<file path="config.mk">
export PLATFORM = sky130hd
export DESIGN_NAME = bipartite_perfect_matching_check_unit_flat
export DESIGN_NICKNAME = d
export VERILOG_FILES = /design/src/rtl/bpm_pkg.sv /design/src/rtl/bpm_intf.sv /design/src/rtl/bpm_ram.sv /design/src/rtl/bpm_col_scan.sv /design/src/rtl/bipartite_perfect_matching_check_unit.sv /design/src/flat_wrapper.sv
export SDC_FILE = /design/constraint.sdc
export NUM_CORES = 1
export LEC_CHECK = 0
export ABC_CLOCK_PERIOD_IN_PS = 11300
export BUFFER_PORTS_ARGS = -buffer_cell sky130_fd_sc_hd__buf_2
export CORE_MARGIN = 3
export CORE_UTILIZATION = 30
export DETAILED_ROUTE_END_ITERATION = 8
export PLACE_DENSITY_LB_ADDON = 0.12
export SETUP_SLACK_MARGIN = 0.02
export SLEW_MARGIN = 20
export SYNTH_ARGS = -nofsm -noshare
export SYNTH_HDL_FRONTEND = slang
export SYNTH_HIERARCHICAL = 1
export SYNTH_SLANG_ARGS = --single-unit
</file>
<file path="constraint.sdc">
create_clock -name clk -period 11.3 [get_ports clk]
set_input_delay 1.13 -clock clk [delete_from_list [all_inputs] [get_ports clk]]
set_output_delay 1.13 -clock clk [all_outputs]
set_load 0.05 [all_outputs]
</file>
<file path="src/rtl/bpm_pkg.sv">
`timescale 1ns / 1ps
`default_nettype none
// ----------------------------------------------------------------------------
// Bipartite matching check package
// Shared widths, constants, sequencer states and scan result type.
// ----------------------------------------------------------------------------
package bpm_pkg;

  localparam int NUM_COLS         = 16;
  localparam int COL_W            = 4;
  localparam int NEXT_W           = 5;
  localparam int ROW_W            = 16;
  localparam int CFG_W            = 5;
  localparam int MATCH_W          = 5;
  localparam int MAX_SIZE_DEFAULT = 16;
  localparam int STACK_DEPTH      = NUM_COLS + 1;
  localparam int DEPTH_W          = 5;
  localparam int STK_ENTRIES      = NUM_COLS;
  localparam int STK_AW           = 4;

  localparam logic [CFG_W-1:0] CFG_RESET = 5'd14;

  typedef enum logic [2:0] {
    ST_LOAD,
    ST_ROW_START,
    ST_SCAN,
    ST_POP_LOAD,
    ST_COMMIT,
    ST_ROW_DONE,
    ST_FINISH
  } state_t;

  typedef struct packed {
    logic             found;
    logic [COL_W-1:0] col;
  } scan_result_t;

endpackage
`default_nettype wire

</file>
<file path="src/rtl/bpm_intf.sv">
`timescale 1ns / 1ps
`default_nettype none
// ----------------------------------------------------------------------------
// Bipartite matching check channels
// Row input, result output and configuration write channels.
// ----------------------------------------------------------------------------
interface bpm_row_if;
  logic                       valid;
  logic                       ready;
  logic [bpm_pkg::ROW_W-1:0]  adjacency_row;
  logic                       row_last;

  modport source (output valid, output adjacency_row, output row_last, input ready);
  modport sink (input valid, input adjacency_row, input row_last, output ready);
endinterface

interface bpm_result_if;
  logic                        valid;
  logic                        ready;
  logic                        all_matched;
  logic [bpm_pkg::MATCH_W-1:0] rows_matched;
  logic                        too_many_rows;

  modport source (output valid, output all_matched, output rows_matched,
                  output too_many_rows, input ready);
  modport sink (input valid, input all_matched, input rows_matched,
                input too_many_rows, output ready);
endinterface

interface bpm_cfg_if;
  logic                      valid;
  logic                      ready;
  logic [bpm_pkg::CFG_W-1:0] columns_in_use;

  modport source (output valid, output columns_in_use, input ready);
  modport sink (input valid, input columns_in_use, output ready);
endinterface
`default_nettype wire

</file>
<file path="src/rtl/bpm_ram.sv">
`timescale 1ns / 1ps
`default_nettype none
// ----------------------------------------------------------------------------
// Generic RAM
// One write port and one read port with registered read data.
// ----------------------------------------------------------------------------
module bpm_ram #(
  parameter int WIDTH = 16,
  parameter int DEPTH = 16,
  parameter int ADDR_W = (DEPTH > 1) ? $clog2(DEPTH) : 1
) (
  input  wire logic              clk,
  input  wire logic              we,
  input  wire logic [ADDR_W-1:0] waddr,
  input  wire logic [WIDTH-1:0]  wdata,
  input  wire logic              re,
  input  wire logic [ADDR_W-1:0] raddr,
  output      logic [WIDTH-1:0]  rdata
);

  logic [WIDTH-1:0] mem [DEPTH];

  always_ff @(posedge clk) begin
    if (we) begin
      mem[waddr] <= wdata;
    end
    if (re) begin
      rdata <= mem[raddr];
    end
  end

endmodule
`default_nettype wire

</file>
<file path="src/rtl/bpm_col_scan.sv">
`timescale 1ns / 1ps
`default_nettype none
// ----------------------------------------------------------------------------
// Column scan unit
// Finds the lowest usable, unvisited column at or above the resume point.
// ----------------------------------------------------------------------------
module bpm_col_scan (
  input  wire logic [bpm_pkg::ROW_W-1:0]  adj,
  input  wire logic [bpm_pkg::ROW_W-1:0]  visited,
  input  wire logic [bpm_pkg::NEXT_W-1:0] start,
  input  wire logic [bpm_pkg::CFG_W-1:0]  cols_in_use,
  output      bpm_pkg::scan_result_t      res
);

  logic [bpm_pkg::NUM_COLS-1:0] cand;

  always_comb begin
    for (int i = 0; i < bpm_pkg::NUM_COLS; i++) begin
      cand[i] = adj[i] && !visited[i] && (5'(i) >= start) && (5'(i) < cols_in_use);
    end
    res = '0;
    for (int i = bpm_pkg::NUM_COLS - 1; i >= 0; i--) begin
      if (cand[i]) begin
        res.found = 1'b1;
        res.col   = bpm_pkg::COL_W'(i);
      end
    end
  end

endmodule
`default_nettype wire

</file>
<file path="src/rtl/bipartite_perfect_matching_check_unit.sv">
`timescale 1ns / 1ps
`default_nettype none
// ----------------------------------------------------------------------------
// Bipartite perfect matching check unit
// Stores adjacency rows, then runs augmenting-path matching row by row.
// ----------------------------------------------------------------------------
// Rows are taken one per cycle while the unit is in its load state. After the
// last row, each row runs a start step that reads it from the row store, then
// column scan steps for each chosen column or pop, a reload step for each
// popped frame and, on success, a write-back step for each stacked frame.
// The result is held in an output register. Synchronous reset clears control
// state, the row count, column ownership valid bits and column count to 14.
// ----------------------------------------------------------------------------
module bipartite_perfect_matching_check_unit #(
  parameter int MAX_SIZE = bpm_pkg::MAX_SIZE_DEFAULT
) (
  input wire logic     clk,
  input wire logic     rst,
  bpm_row_if.sink      rows,
  bpm_result_if.source result,
  bpm_cfg_if.sink      cfg
);

  localparam int ROW_IDX_W = $clog2(MAX_SIZE);
  localparam int CNT_W     = $clog2(MAX_SIZE + 1);
  localparam int STK_W     = ROW_IDX_W + bpm_pkg::NEXT_W;

  bpm_pkg::state_t state, state_next;

  logic [bpm_pkg::CFG_W-1:0]   cols_in_use;
  logic [CNT_W-1:0]            row_count;
  logic                        overflow;
  logic [ROW_IDX_W-1:0]        cur_row;
  logic [bpm_pkg::DEPTH_W-1:0] depth;
  logic [ROW_IDX_W-1:0]        top_row;
  logic [bpm_pkg::NEXT_W-1:0]  top_next;
  logic [bpm_pkg::ROW_W-1:0]   visited;
  logic [ROW_IDX_W-1:0]        owner [bpm_pkg::NUM_COLS];
  logic [bpm_pkg::NUM_COLS-1:0] owner_valid;
  logic [bpm_pkg::STK_AW-1:0]  commit_idx;
  logic                        res_all;
  logic [bpm_pkg::MATCH_W-1:0] res_matched;
  logic                        res_tmr;
  logic                        out_valid;
  logic                        out_all;
  logic [bpm_pkg::MATCH_W-1:0] out_matched;
  logic                        out_tmr;

  logic                        row_accept;
  logic                        room;
  logic                        row_we;
  logic                        row_re;
  logic [ROW_IDX_W-1:0]        row_raddr;
  logic [bpm_pkg::ROW_W-1:0]   row_rdata;
  logic                        stk_we;
  logic [bpm_pkg::STK_AW-1:0]  stk_waddr;
  logic [STK_W-1:0]            stk_wdata;
  logic                        stk_re;
  logic [bpm_pkg::STK_AW-1:0]  stk_raddr;
  logic [STK_W-1:0]            stk_rdata;
  logic [ROW_IDX_W-1:0]        frame_row;
  logic [bpm_pkg::NEXT_W-1:0]  frame_next;
  logic [bpm_pkg::COL_W-1:0]   frame_col;
  logic                        load_out;
  logic                        last_row;
  logic [5:0]                  cur_row6;
  logic [5:0]                  row_count6;
  logic [bpm_pkg::NEXT_W-1:0]  col_next;
  bpm_pkg::scan_result_t       scan;

  assign rows.ready   = (state == bpm_pkg::ST_LOAD);
  assign cfg.ready    = 1'b1;
  assign row_accept   = rows.valid && rows.ready;
  assign room         = (row_count < CNT_W'(MAX_SIZE));
  assign row_we       = row_accept && room;
  assign frame_row    = stk_rdata[STK_W-1:bpm_pkg::NEXT_W];
  assign frame_next   = stk_rdata[bpm_pkg::NEXT_W-1:0];
  assign frame_col    = bpm_pkg::COL_W'(frame_next - 5'd1);
  assign last_row     = ((CNT_W'(cur_row) + CNT_W'(1)) == row_count);
  assign cur_row6     = 6'(cur_row);
  assign row_count6   = 6'(row_count);
  assign col_next     = bpm_pkg::NEXT_W'(scan.col) + 5'd1;

  assign result.valid         = out_valid;
  assign result.all_matched   = out_all;
  assign result.rows_matched  = out_matched;
  assign result.too_many_rows = out_tmr;

  bpm_ram #(
    .WIDTH (bpm_pkg::ROW_W),
    .DEPTH (MAX_SIZE),
    .ADDR_W(ROW_IDX_W)
  ) u_row_store (
    .clk  (clk),
    .we   (row_we),
    .waddr(row_count[ROW_IDX_W-1:0]),
    .wdata(rows.adjacency_row),
    .re   (row_re),
    .raddr(row_raddr),
    .rdata(row_rdata)
  );

  bpm_ram #(
    .WIDTH (STK_W),
    .DEPTH (bpm_pkg::STK_ENTRIES),
    .ADDR_W(bpm_pkg::STK_AW)
  ) u_search_stack (
    .clk  (clk),
    .we   (stk_we),
    .waddr(stk_waddr),
    .wdata(stk_wdata),
    .re   (stk_re),
    .raddr(stk_raddr),
    .rdata(stk_rdata)
  );

  bpm_col_scan u_col_scan (
    .adj        (row_rdata),
    .visited    (visited),
    .start      (top_next),
    .cols_in_use(cols_in_use),
    .res        (scan)
  );

  always_ff @(posedge clk) begin
    if (rst) begin
      state <= bpm_pkg::ST_LOAD;
    end else begin
      state <= state_next;
    end
  end

  always_comb begin
    state_next = state;
    row_re     = 1'b0;
    row_raddr  = cur_row;
    stk_we     = 1'b0;
    stk_waddr  = bpm_pkg::STK_AW'(depth - 5'd1);
    stk_wdata  = {top_row, col_next};
    stk_re     = 1'b0;
    stk_raddr  = bpm_pkg::STK_AW'(depth - 5'd2);
    load_out   = 1'b0;
    unique case (state)
      bpm_pkg::ST_LOAD: begin
        if (row_accept && rows.row_last) begin
          state_next = (overflow || !room) ? bpm_pkg::ST_FINISH : bpm_pkg::ST_ROW_START;
        end
      end
      bpm_pkg::ST_ROW_START: begin
        row_re     = 1'b1;
        state_next = bpm_pkg::ST_SCAN;
      end
      bpm_pkg::ST_SCAN: begin
        if (!scan.found) begin
          if (depth == 5'd1) begin
            state_next = bpm_pkg::ST_FINISH;
          end else begin
            stk_re     = 1'b1;
            state_next = bpm_pkg::ST_POP_LOAD;
          end
        end else if (!owner_valid[scan.col]) begin
          if (depth == 5'd1) begin
            state_next = bpm_pkg::ST_ROW_DONE;
          end else begin
            stk_re     = 1'b1;
            state_next = bpm_pkg::ST_COMMIT;
          end
        end else if (depth < bpm_pkg::DEPTH_W'(bpm_pkg::STACK_DEPTH)) begin
          stk_we    = 1'b1;
          row_re    = 1'b1;
          row_raddr = owner[scan.col];
        end
      end
      bpm_pkg::ST_POP_LOAD: begin
        row_re     = 1'b1;
        row_raddr  = frame_row;
        state_next = bpm_pkg::ST_SCAN;
      end
      bpm_pkg::ST_COMMIT: begin
        if (commit_idx == '0) begin
          state_next = bpm_pkg::ST_ROW_DONE;
        end else begin
          stk_re    = 1'b1;
          stk_raddr = commit_idx - 1'b1;
        end
      end
      bpm_pkg::ST_ROW_DONE: begin
        state_next = last_row ? bpm_pkg::ST_FINISH : bpm_pkg::ST_ROW_START;
      end
      bpm_pkg::ST_FINISH: begin
        if (!out_valid || result.ready) begin
          load_out   = 1'b1;
          state_next = bpm_pkg::ST_LOAD;
        end
      end
      default: begin
        state_next = bpm_pkg::ST_LOAD;
      end
    endcase
  end

  always_ff @(posedge clk) begin
    if (rst) begin
      cols_in_use <= bpm_pkg::CFG_RESET;
      row_count   <= '0;
      overflow    <= 1'b0;
      owner_valid <= '0;
      out_valid   <= 1'b0;
    end else begin
      if (cfg.valid && cfg.ready) begin
        cols_in_use <= cfg.columns_in_use;
      end
      if (row_we) begin
        row_count <= row_count + CNT_W'(1);
      end else if (row_accept) begin
        overflow <= 1'b1;
      end
      if (state == bpm_pkg::ST_LOAD && row_accept && rows.row_last) begin
        owner_valid <= '0;
      end
      if (state == bpm_pkg::ST_SCAN && scan.found && !owner_valid[scan.col]) begin
        owner_valid[scan.col] <= 1'b1;
      end
      if (state == bpm_pkg::ST_COMMIT) begin
        owner_valid[frame_col] <= 1'b1;
      end
      if (load_out) begin
        out_valid <= 1'b1;
        row_count <= '0;
        overflow  <= 1'b0;
      end else if (result.ready) begin
        out_valid <= 1'b0;
      end
    end
  end

  always_ff @(posedge clk) begin
    unique case (state)
      bpm_pkg::ST_LOAD: begin
        cur_row     <= '0;
        res_all     <= 1'b0;
        res_matched <= '0;
        res_tmr     <= 1'b1;
      end
      bpm_pkg::ST_ROW_START: begin
        depth    <= 5'd1;
        top_row  <= cur_row;
        top_next <= '0;
        visited  <= '0;
      end
      bpm_pkg::ST_SCAN: begin
        res_tmr <= 1'b0;
        if (!scan.found) begin
          if (depth == 5'd1) begin
            res_all     <= 1'b0;
            res_matched <= cur_row6[bpm_pkg::MATCH_W-1:0];
          end else begin
            depth <= depth - 5'd1;
          end
        end else begin
          visited[scan.col] <= 1'b1;
          if (!owner_valid[scan.col]) begin
            top_next        <= col_next;
            owner[scan.col] <= top_row;
            commit_idx      <= bpm_pkg::STK_AW'(depth - 5'd2);
          end else if (depth < bpm_pkg::DEPTH_W'(bpm_pkg::STACK_DEPTH)) begin
            depth    <= depth + 5'd1;
            top_row  <= owner[scan.col];
            top_next <= '0;
          end else begin
            top_next <= col_next;
          end
        end
      end
      bpm_pkg::ST_POP_LOAD: begin
        top_row  <= frame_row;
        top_next <= frame_next;
      end
      bpm_pkg::ST_COMMIT: begin
        owner[frame_col] <= frame_row;
        commit_idx       <= commit_idx - 1'b1;
      end
      bpm_pkg::ST_ROW_DONE: begin
        cur_row     <= cur_row + 1'b1;
        res_all     <= 1'b1;
        res_matched <= row_count6[bpm_pkg::MATCH_W-1:0];
      end
      bpm_pkg::ST_FINISH: begin
        if (load_out) begin
          out_all     <= res_all;
          out_matched <= res_matched;
          out_tmr     <= res_tmr;
        end
      end
      default: begin
      end
    endcase
  end

  // Each completed augmentation adds exactly one owned column.
  assert property (@(posedge clk) disable iff (rst)
    state == bpm_pkg::ST_SCAN |-> $countones(owner_valid) == cur_row)
    else $error("owned column count does not match rows matched");

  assert property (@(posedge clk) disable iff (rst)
    state == bpm_pkg::ST_SCAN |->
      (depth != '0) && (depth <= bpm_pkg::DEPTH_W'(bpm_pkg::STACK_DEPTH)))
    else $error("search depth out of range");

  assert property (@(posedge clk) disable iff (rst)
    row_count <= CNT_W'(MAX_SIZE))
    else $error("row count exceeds row store depth");

  assert property (@(posedge clk) disable iff (rst)
    $rose(out_valid) |-> $past(state) == bpm_pkg::ST_FINISH)
    else $error("result item raised outside of finish");

endmodule
`default_nettype wire

</file>
<file path="src/flat_wrapper.sv">
// flat-port wrapper written by rule: the top's interface ports become plain ports
module bipartite_perfect_matching_check_unit_flat 
#(
  parameter int MAX_SIZE = bpm_pkg::MAX_SIZE_DEFAULT
)
  (clk, rst, rows_valid, rows_adjacency_row, rows_row_last, rows_ready, result_valid, result_all_matched, result_rows_matched, result_too_many_rows, result_ready, cfg_valid, cfg_columns_in_use, cfg_ready);
  bpm_row_if rows_i ();
  bpm_result_if result_i ();
  bpm_cfg_if cfg_i ();
  input wire logic clk;
  input wire logic rst;
  input wire logic [$bits(rows_i.valid)-1:0] rows_valid;
  input wire logic [$bits(rows_i.adjacency_row)-1:0] rows_adjacency_row;
  input wire logic [$bits(rows_i.row_last)-1:0] rows_row_last;
  output wire logic [$bits(rows_i.ready)-1:0] rows_ready;
  output wire logic [$bits(result_i.valid)-1:0] result_valid;
  output wire logic [$bits(result_i.all_matched)-1:0] result_all_matched;
  output wire logic [$bits(result_i.rows_matched)-1:0] result_rows_matched;
  output wire logic [$bits(result_i.too_many_rows)-1:0] result_too_many_rows;
  input wire logic [$bits(result_i.ready)-1:0] result_ready;
  input wire logic [$bits(cfg_i.valid)-1:0] cfg_valid;
  input wire logic [$bits(cfg_i.columns_in_use)-1:0] cfg_columns_in_use;
  output wire logic [$bits(cfg_i.ready)-1:0] cfg_ready;
  assign rows_i.valid = rows_valid;
  assign rows_i.adjacency_row = rows_adjacency_row;
  assign rows_i.row_last = rows_row_last;
  assign rows_ready = rows_i.ready;
  assign result_valid = result_i.valid;
  assign result_all_matched = result_i.all_matched;
  assign result_rows_matched = result_i.rows_matched;
  assign result_too_many_rows = result_i.too_many_rows;
  assign result_i.ready = result_ready;
  assign cfg_i.valid = cfg_valid;
  assign cfg_i.columns_in_use = cfg_columns_in_use;
  assign cfg_ready = cfg_i.ready;
  bipartite_perfect_matching_check_unit #(.MAX_SIZE(MAX_SIZE)) u_core (.clk(clk), .rst(rst), .rows(rows_i), .result(result_i), .cfg(cfg_i));
endmodule
</file>
; ---- Yosys cells after proc, flatten, opt, wreduce, memory -nomap -nowiden
; Memory sizes are Yosys's and may differ from the RTL's. A register that Yosys moved wholly into a read port is not among the register bits.
; Cells that the tools add are included.
[word_totals]
register_bits = 83
ramBits = 464
inputBits = 27
word_cells = 288
memories = 3
[mem_list]
columns = memory, depth, word_bits, read_ports, rd_ports_with_merged_regs, write_ports, line_no
row1 = u_core.u_row_store.mem, 16, 16, 1, 1, 1, bpm_ram.sv:21  ; logic [WIDTH-1:0] mem [DEPTH];
row2 = u_core.u_search_stack.mem, 16, 9, 1, 1, 1, bpm_ram.sv:21
row3 = u_core.owner, 16, 4, 1, 0, 1, bipartite_perfect_matching_check_unit.sv:38  ; logic [ROW_IDX_W-1:0] owner [bpm_pkg::NUM_COLS];
[op_classes]
addsub = 9
n_lt_le_gt_ge = 38
n_eq_ne = 21
mux = 96
n_bitwise = 4
n_reduce_logical = 99
[ops]
columns = operator, count
row1 = $mux 5, 25
row2 = $mux 16, 6
row3 = $logic_and 1x1->1, 57
row4 = $mux 4, 12
row5 = $or 16x16->16, 3
row6 = $ge 4x5->1 const A, 8
row7 = $lt 4x5->1 const A, 8
row8 = $pmux 16 s2, 1
row9 = $pmux 5 s3, 2
row10 = $mux 1, 29
row11 = $mux 3, 8
row12 = $pmux 4 s2, 3
row13 = $ge 3x5->1 const A, 4
row14 = $lt 3x5->1 const A, 4
row15 = $logic_not 1->1, 19
row16 = $pmux 3 s6, 1
row17 = $ne 2x2->1 const B, 6
row18 = $pmux 4 s3, 1
row19 = $reduce_and 4->1, 3
row20 = $add 4x1->5 const B, 2
row21 = $add 5x1->5 const B, 2
row22 = $ge 1x5->1 const A, 2
row23 = $ge 2x5->1 const A, 2
row24 = $lt 1x5->1 const A, 2
row25 = other kinds (31), 57

; ---- Depth between registers and ports, before layout
[logic_depth]
word_depth = 29
depth_mapped = 19
ltp_nobuf = 13

; ---- Modules after synthesis
; The synthesis kept the hierarchy.
[by_module_without_submodules]
columns = module, instances, cells_each, area_each_um2
row1 = bpm_ram (u_core.u_row_store), 1, 432, 10202.3
row2 = bipartite_perfect_matching_check_unit, 1, 588, 7178.1
row3 = bpm_ram (u_core.u_search_stack), 1, 254, 5870.6
row4 = bpm_col_scan, 1, 103, 747.0

; ---- Worst setup path before layout
; OpenSTA, ideal clock, no wires.
[synth_path]
path_kind = register -> register
startpoint = register u_core/top_next[3] (netlist name)
endpoint = memory u_core/u_search_stack/mem[0][0] (netlist name) (enable)
arrival_ps = 4200
required_time_ps = 10913
slack_ps = 6713
path_stages_with_launch = 15
n_path_buf = 2
path_cell_list = edfxtp_1 > buf_6 > or4b_4 > a221oi_2 > nor2_1 > o2111ai_1 > and4_1 > buf_6 > mux2i_1 > mux4_2 > o2bb2ai_4 > nand2_1 > nor2_1 > or3b_2 > nor3_1
[synth_lines]
columns = element, line_no
row1 = from (decl), bipartite_perfect_matching_check_unit.sv:36  ; logic [bpm_pkg::NEXT_W-1:0] top_next;
row2 = from (signal assigned), bipartite_perfect_matching_check_unit.sv:263  ; top_next <= col_next;
row3 = from (signal assigned), bipartite_perfect_matching_check_unit.sv:271  ; top_next <= col_next;
row4 = from (signal assigned), bipartite_perfect_matching_check_unit.sv:277  ; top_next <= frame_next;
row5 = to (decl), bpm_ram.sv:21

==> summary.txt <==
Cells and area
  – Area growth from synthesis to layout: 15.1%
  – Fin util: 0.349
  – # nets final: 1492
  – Share of post-route cells with drive strength above 1: 0.224

Clocking
  – Root Buffer: clkbuf_16
  – Cts repair resizes: 0
  – Total CTS buffers: 66
  – CTS H-tree lvls: 3
  – Post-CTS Setup Inserts: 0
  – CTS tree: built
  – # clock sinks: 572
  – Bufs on Longest Clock Path: 3
  – Reg clk slew, reported paths: 0.06 ns
  – Clk_lat worst skew: 0.61 ns
  – Cts hold-fix bufs: 0

Yosys
  – Mapped Area: 0.0240 mm^2
  – Largest cells by area after synthesis: edfxtp_1 (68%), mux4_2 (8.4%), mux4_1 (2.8%), dfxtp_1 (2.6%), a22oi_1 (2.0%)
  – EDFF count, synth: 541
  – Mapped Nets: 1422
  – Main synth FF type: edfxtp_1
  – Synth Warn #: 6
  – Gate Count Post-Synth: 1377
  – Post-synth ARST share: 0
  – Cell with the most instances after synthesis: edfxtp_1
  – Post-synth top cells: edfxtp_1 (541), nor2_1 (97), mux4_2 (90)
  – Top cell type's share of synthesized area: 0.677
  – Synthesized area per cell: 17.4 um^2
  – Distinct cell type count after synthesis: 91
  – Seq/Total Area, Yosys: 0.703
  – Yosys reg bits: 572
  – Largest area contributor in the netlist: edfxtp_1

Critical path
  – Top cell by count, worst path: buf_4
  – Crit path cell chain: or4b_4, a221oi_2, nor2_1, o2111ai_1, and4_2, buf_4, mux2i_1, mux4_2, o2bb2ai_4, a32oi_1, o21ai_4, buf_4, buf_4, mux4_2, a22oi_1, nand2_1
  – CP Capture Type: register
  – Crit path from: u_core/top_next[4]
  – Worst Path Required: 11.63 ns
  – Worst EP arrival: 6.47 ns
  – Reg-to-reg startpoint: u_core/top_next[4]
  – Critical Path Start Type: register
  – WS Path Type: register to register
  – Crit Path Max Fanout: 44
  – Critical path's slowest cell: buf_4
  – Slowest stage delay, CP: 0.77 ns

Timing
  – Fin worst setup slack: 5.15 ns
  – Sum Neg Setup Slack: 0 ns
  – FMAX: 0.163 GHz
  – Slew @ Worst Pin: 1.14 ns
  – Worst slew margin: 0.237
  – Fin crit period: 6.15 ns
  – Setup violations, final: 0
  – Period Utilization, post-route: 0.544
  – Final hold vios: 0
  – Max-slew violations: 0
  – Clock Skew: 0.0285 ns
  – RSZ-0062 raised after global routing: no
  – Hold slack: 0.429 ns

Placement
  – RePlAce Congestion: 0.797
  – Hpwl dp: 38400 um
  – Count of input and output buffers: 35
  – Pre-CTS setup slack: 5.14 ns

Floorplanning
  – Starting density of the core: 0.303
  – Num rows: 103
  – # IOs: 37
  – Total die area: 0.0834 mm^2
  – Total core area: 0.0791 mm^2
  – Die W: 289 um
  – Die H: 289 um

Outcome
  – Status: completed

Detailed routing
  – Drt total wl: 62400 um
  – Vias/cell: 5.06
  – Avg WL per Cell: 24.4 um
  – Via count: 12900
  – DRT antenna net count: 0
  – Iter 0 DRT Violations: 1066
  – 1st-pass router iterations: 5
  – # DRC: 0

Global route
  – Vias in the first global route: 13100
  – Grt ovf: 0
  – GR Util All Layers: 0.150
  – Antenna violations before repair: 4
  – Global-route wire length before repair: 91100 um
  – Largest net degree at the start of global routing: 65

Power
  – IR drop worst, VDD: 0.103 mV
  – Pwr Density: 248 mW/mm^2
  – Pleak: 8.82 nW
  – Final Power: 6.84 mW

Hold path
  – Min-delay worst type: register to register
  – Hold_sp: u_core/res_matched[2]

Flow run
  – Number of max-cap violations: 0
[cell families after synthesis]
group | after synthesis | synth area share
AND/OR/NAND/NOR | 308 | 0.0658
AO/OA/AOI/OAI | 226 | 0.0714
other | 1 | 0.000156
XOR/XNOR | 23 | 0.00839
multiplexers | 133 | 0.120
flip-flops | 572 | 0.703
adder cells (fa/ha/maj) | 19 | 0.00980
buffers and inverters | 95 | 0.0215
[worst paths after layout]
path                                   end  slack, ns  cells past startpoint
max           u_core/u_row_store/rdata[15]       5.15                     16
min          u_core/result.rows_matched[2]       0.43                      0
min reg2reg  u_core/result.rows_matched[2]       0.43                      0
max reg2reg   u_core/u_row_store/rdata[15]       5.15                     16
[worst max-delay path, delay by kind of cell, from the launching register on]
| kind | cells | cell delay [ns] |
|---|---|---|
| buffers and inverters | 3 | 1.59 |
| flip-flops | 1 | 0.53 |
| multiplexers | 3 | 1.31 |
| AO/OA/AOI/OAI | 6 | 1.23 |
| AND/OR/NAND/NOR | 4 | 1.05 |
[cell usage in the layout, fill, tap and decap left out, drive strengths merged, types with 4 or more instances in the layout]
cell / instances
inv: 25
mux2i: 16
a22oi: 66
o211ai: 5
xnor2: 10
and3: 11
nand3b: 4
nor2: 98
a22o: 13
buf: 76
nand4: 6
a221oi: 7
nand2: 67
clkinv: 33
dfxtp: 31
nor2b: 15
a211oi: 5
nand3: 15
o32ai: 6
a31oi: 8
o21ai: 23
xor2: 13
ha: 18
a211o: 5
mux4: 116
nand2b: 21
clkbuf: 78
o22ai: 11
a21oi: 42
or2: 5
and2: 5
edfxtp: 541
nor3: 28
bufinv: 4
nor4b: 6
nor3b: 8
[through the flow]
step	instance area (um^2)	instances
6_report	27600	2552
5_1_grt	27600	2551
4_1_cts	27600	2551
3_5_place_dp	25500	2429
3_3_place_gp	25500	2429
2_1_floorplan	24000	1377
[routing by layer]
layer	routed length, um	track usage	vias up
met3	2210	0.0256	93
met4	1470	0.0415	4
li1	-	-	5748
met1	28900	0.210	6807
met2	29700	0.242	268
met5	32	0	-
[power by group]
group          internal (mW)  total, mW  switching [mW]
combinational          0.731       1.98            1.25
clock                   1.19       2.06           0.872
sequential              2.64       2.79           0.156
[layout make-up]
cell class                 count  area, um^2
clock inverter                44         405
sequential                   572       16900
antenna                        1        2.50
inverter                      21        78.8
timing repair buffer          76         483
fill                        7531       51500
tap                         1050        1310
clock buffer                  78        1710
multi-input combinational    710        6760
[flip-flops by register name, summed over array words and instances (netlist names), 9 cells and up]
name and count:
u_core/owner 64, u_core/owner_valid 16, u_core/u_row_store/mem 256, u_core/u_row_store/rdata 16, u_core/u_search_stack/mem 144, u_core/u_search_stack/rdata 9
u_core/visited 16
Note: power is estimated with default switching activity, not from simulation.
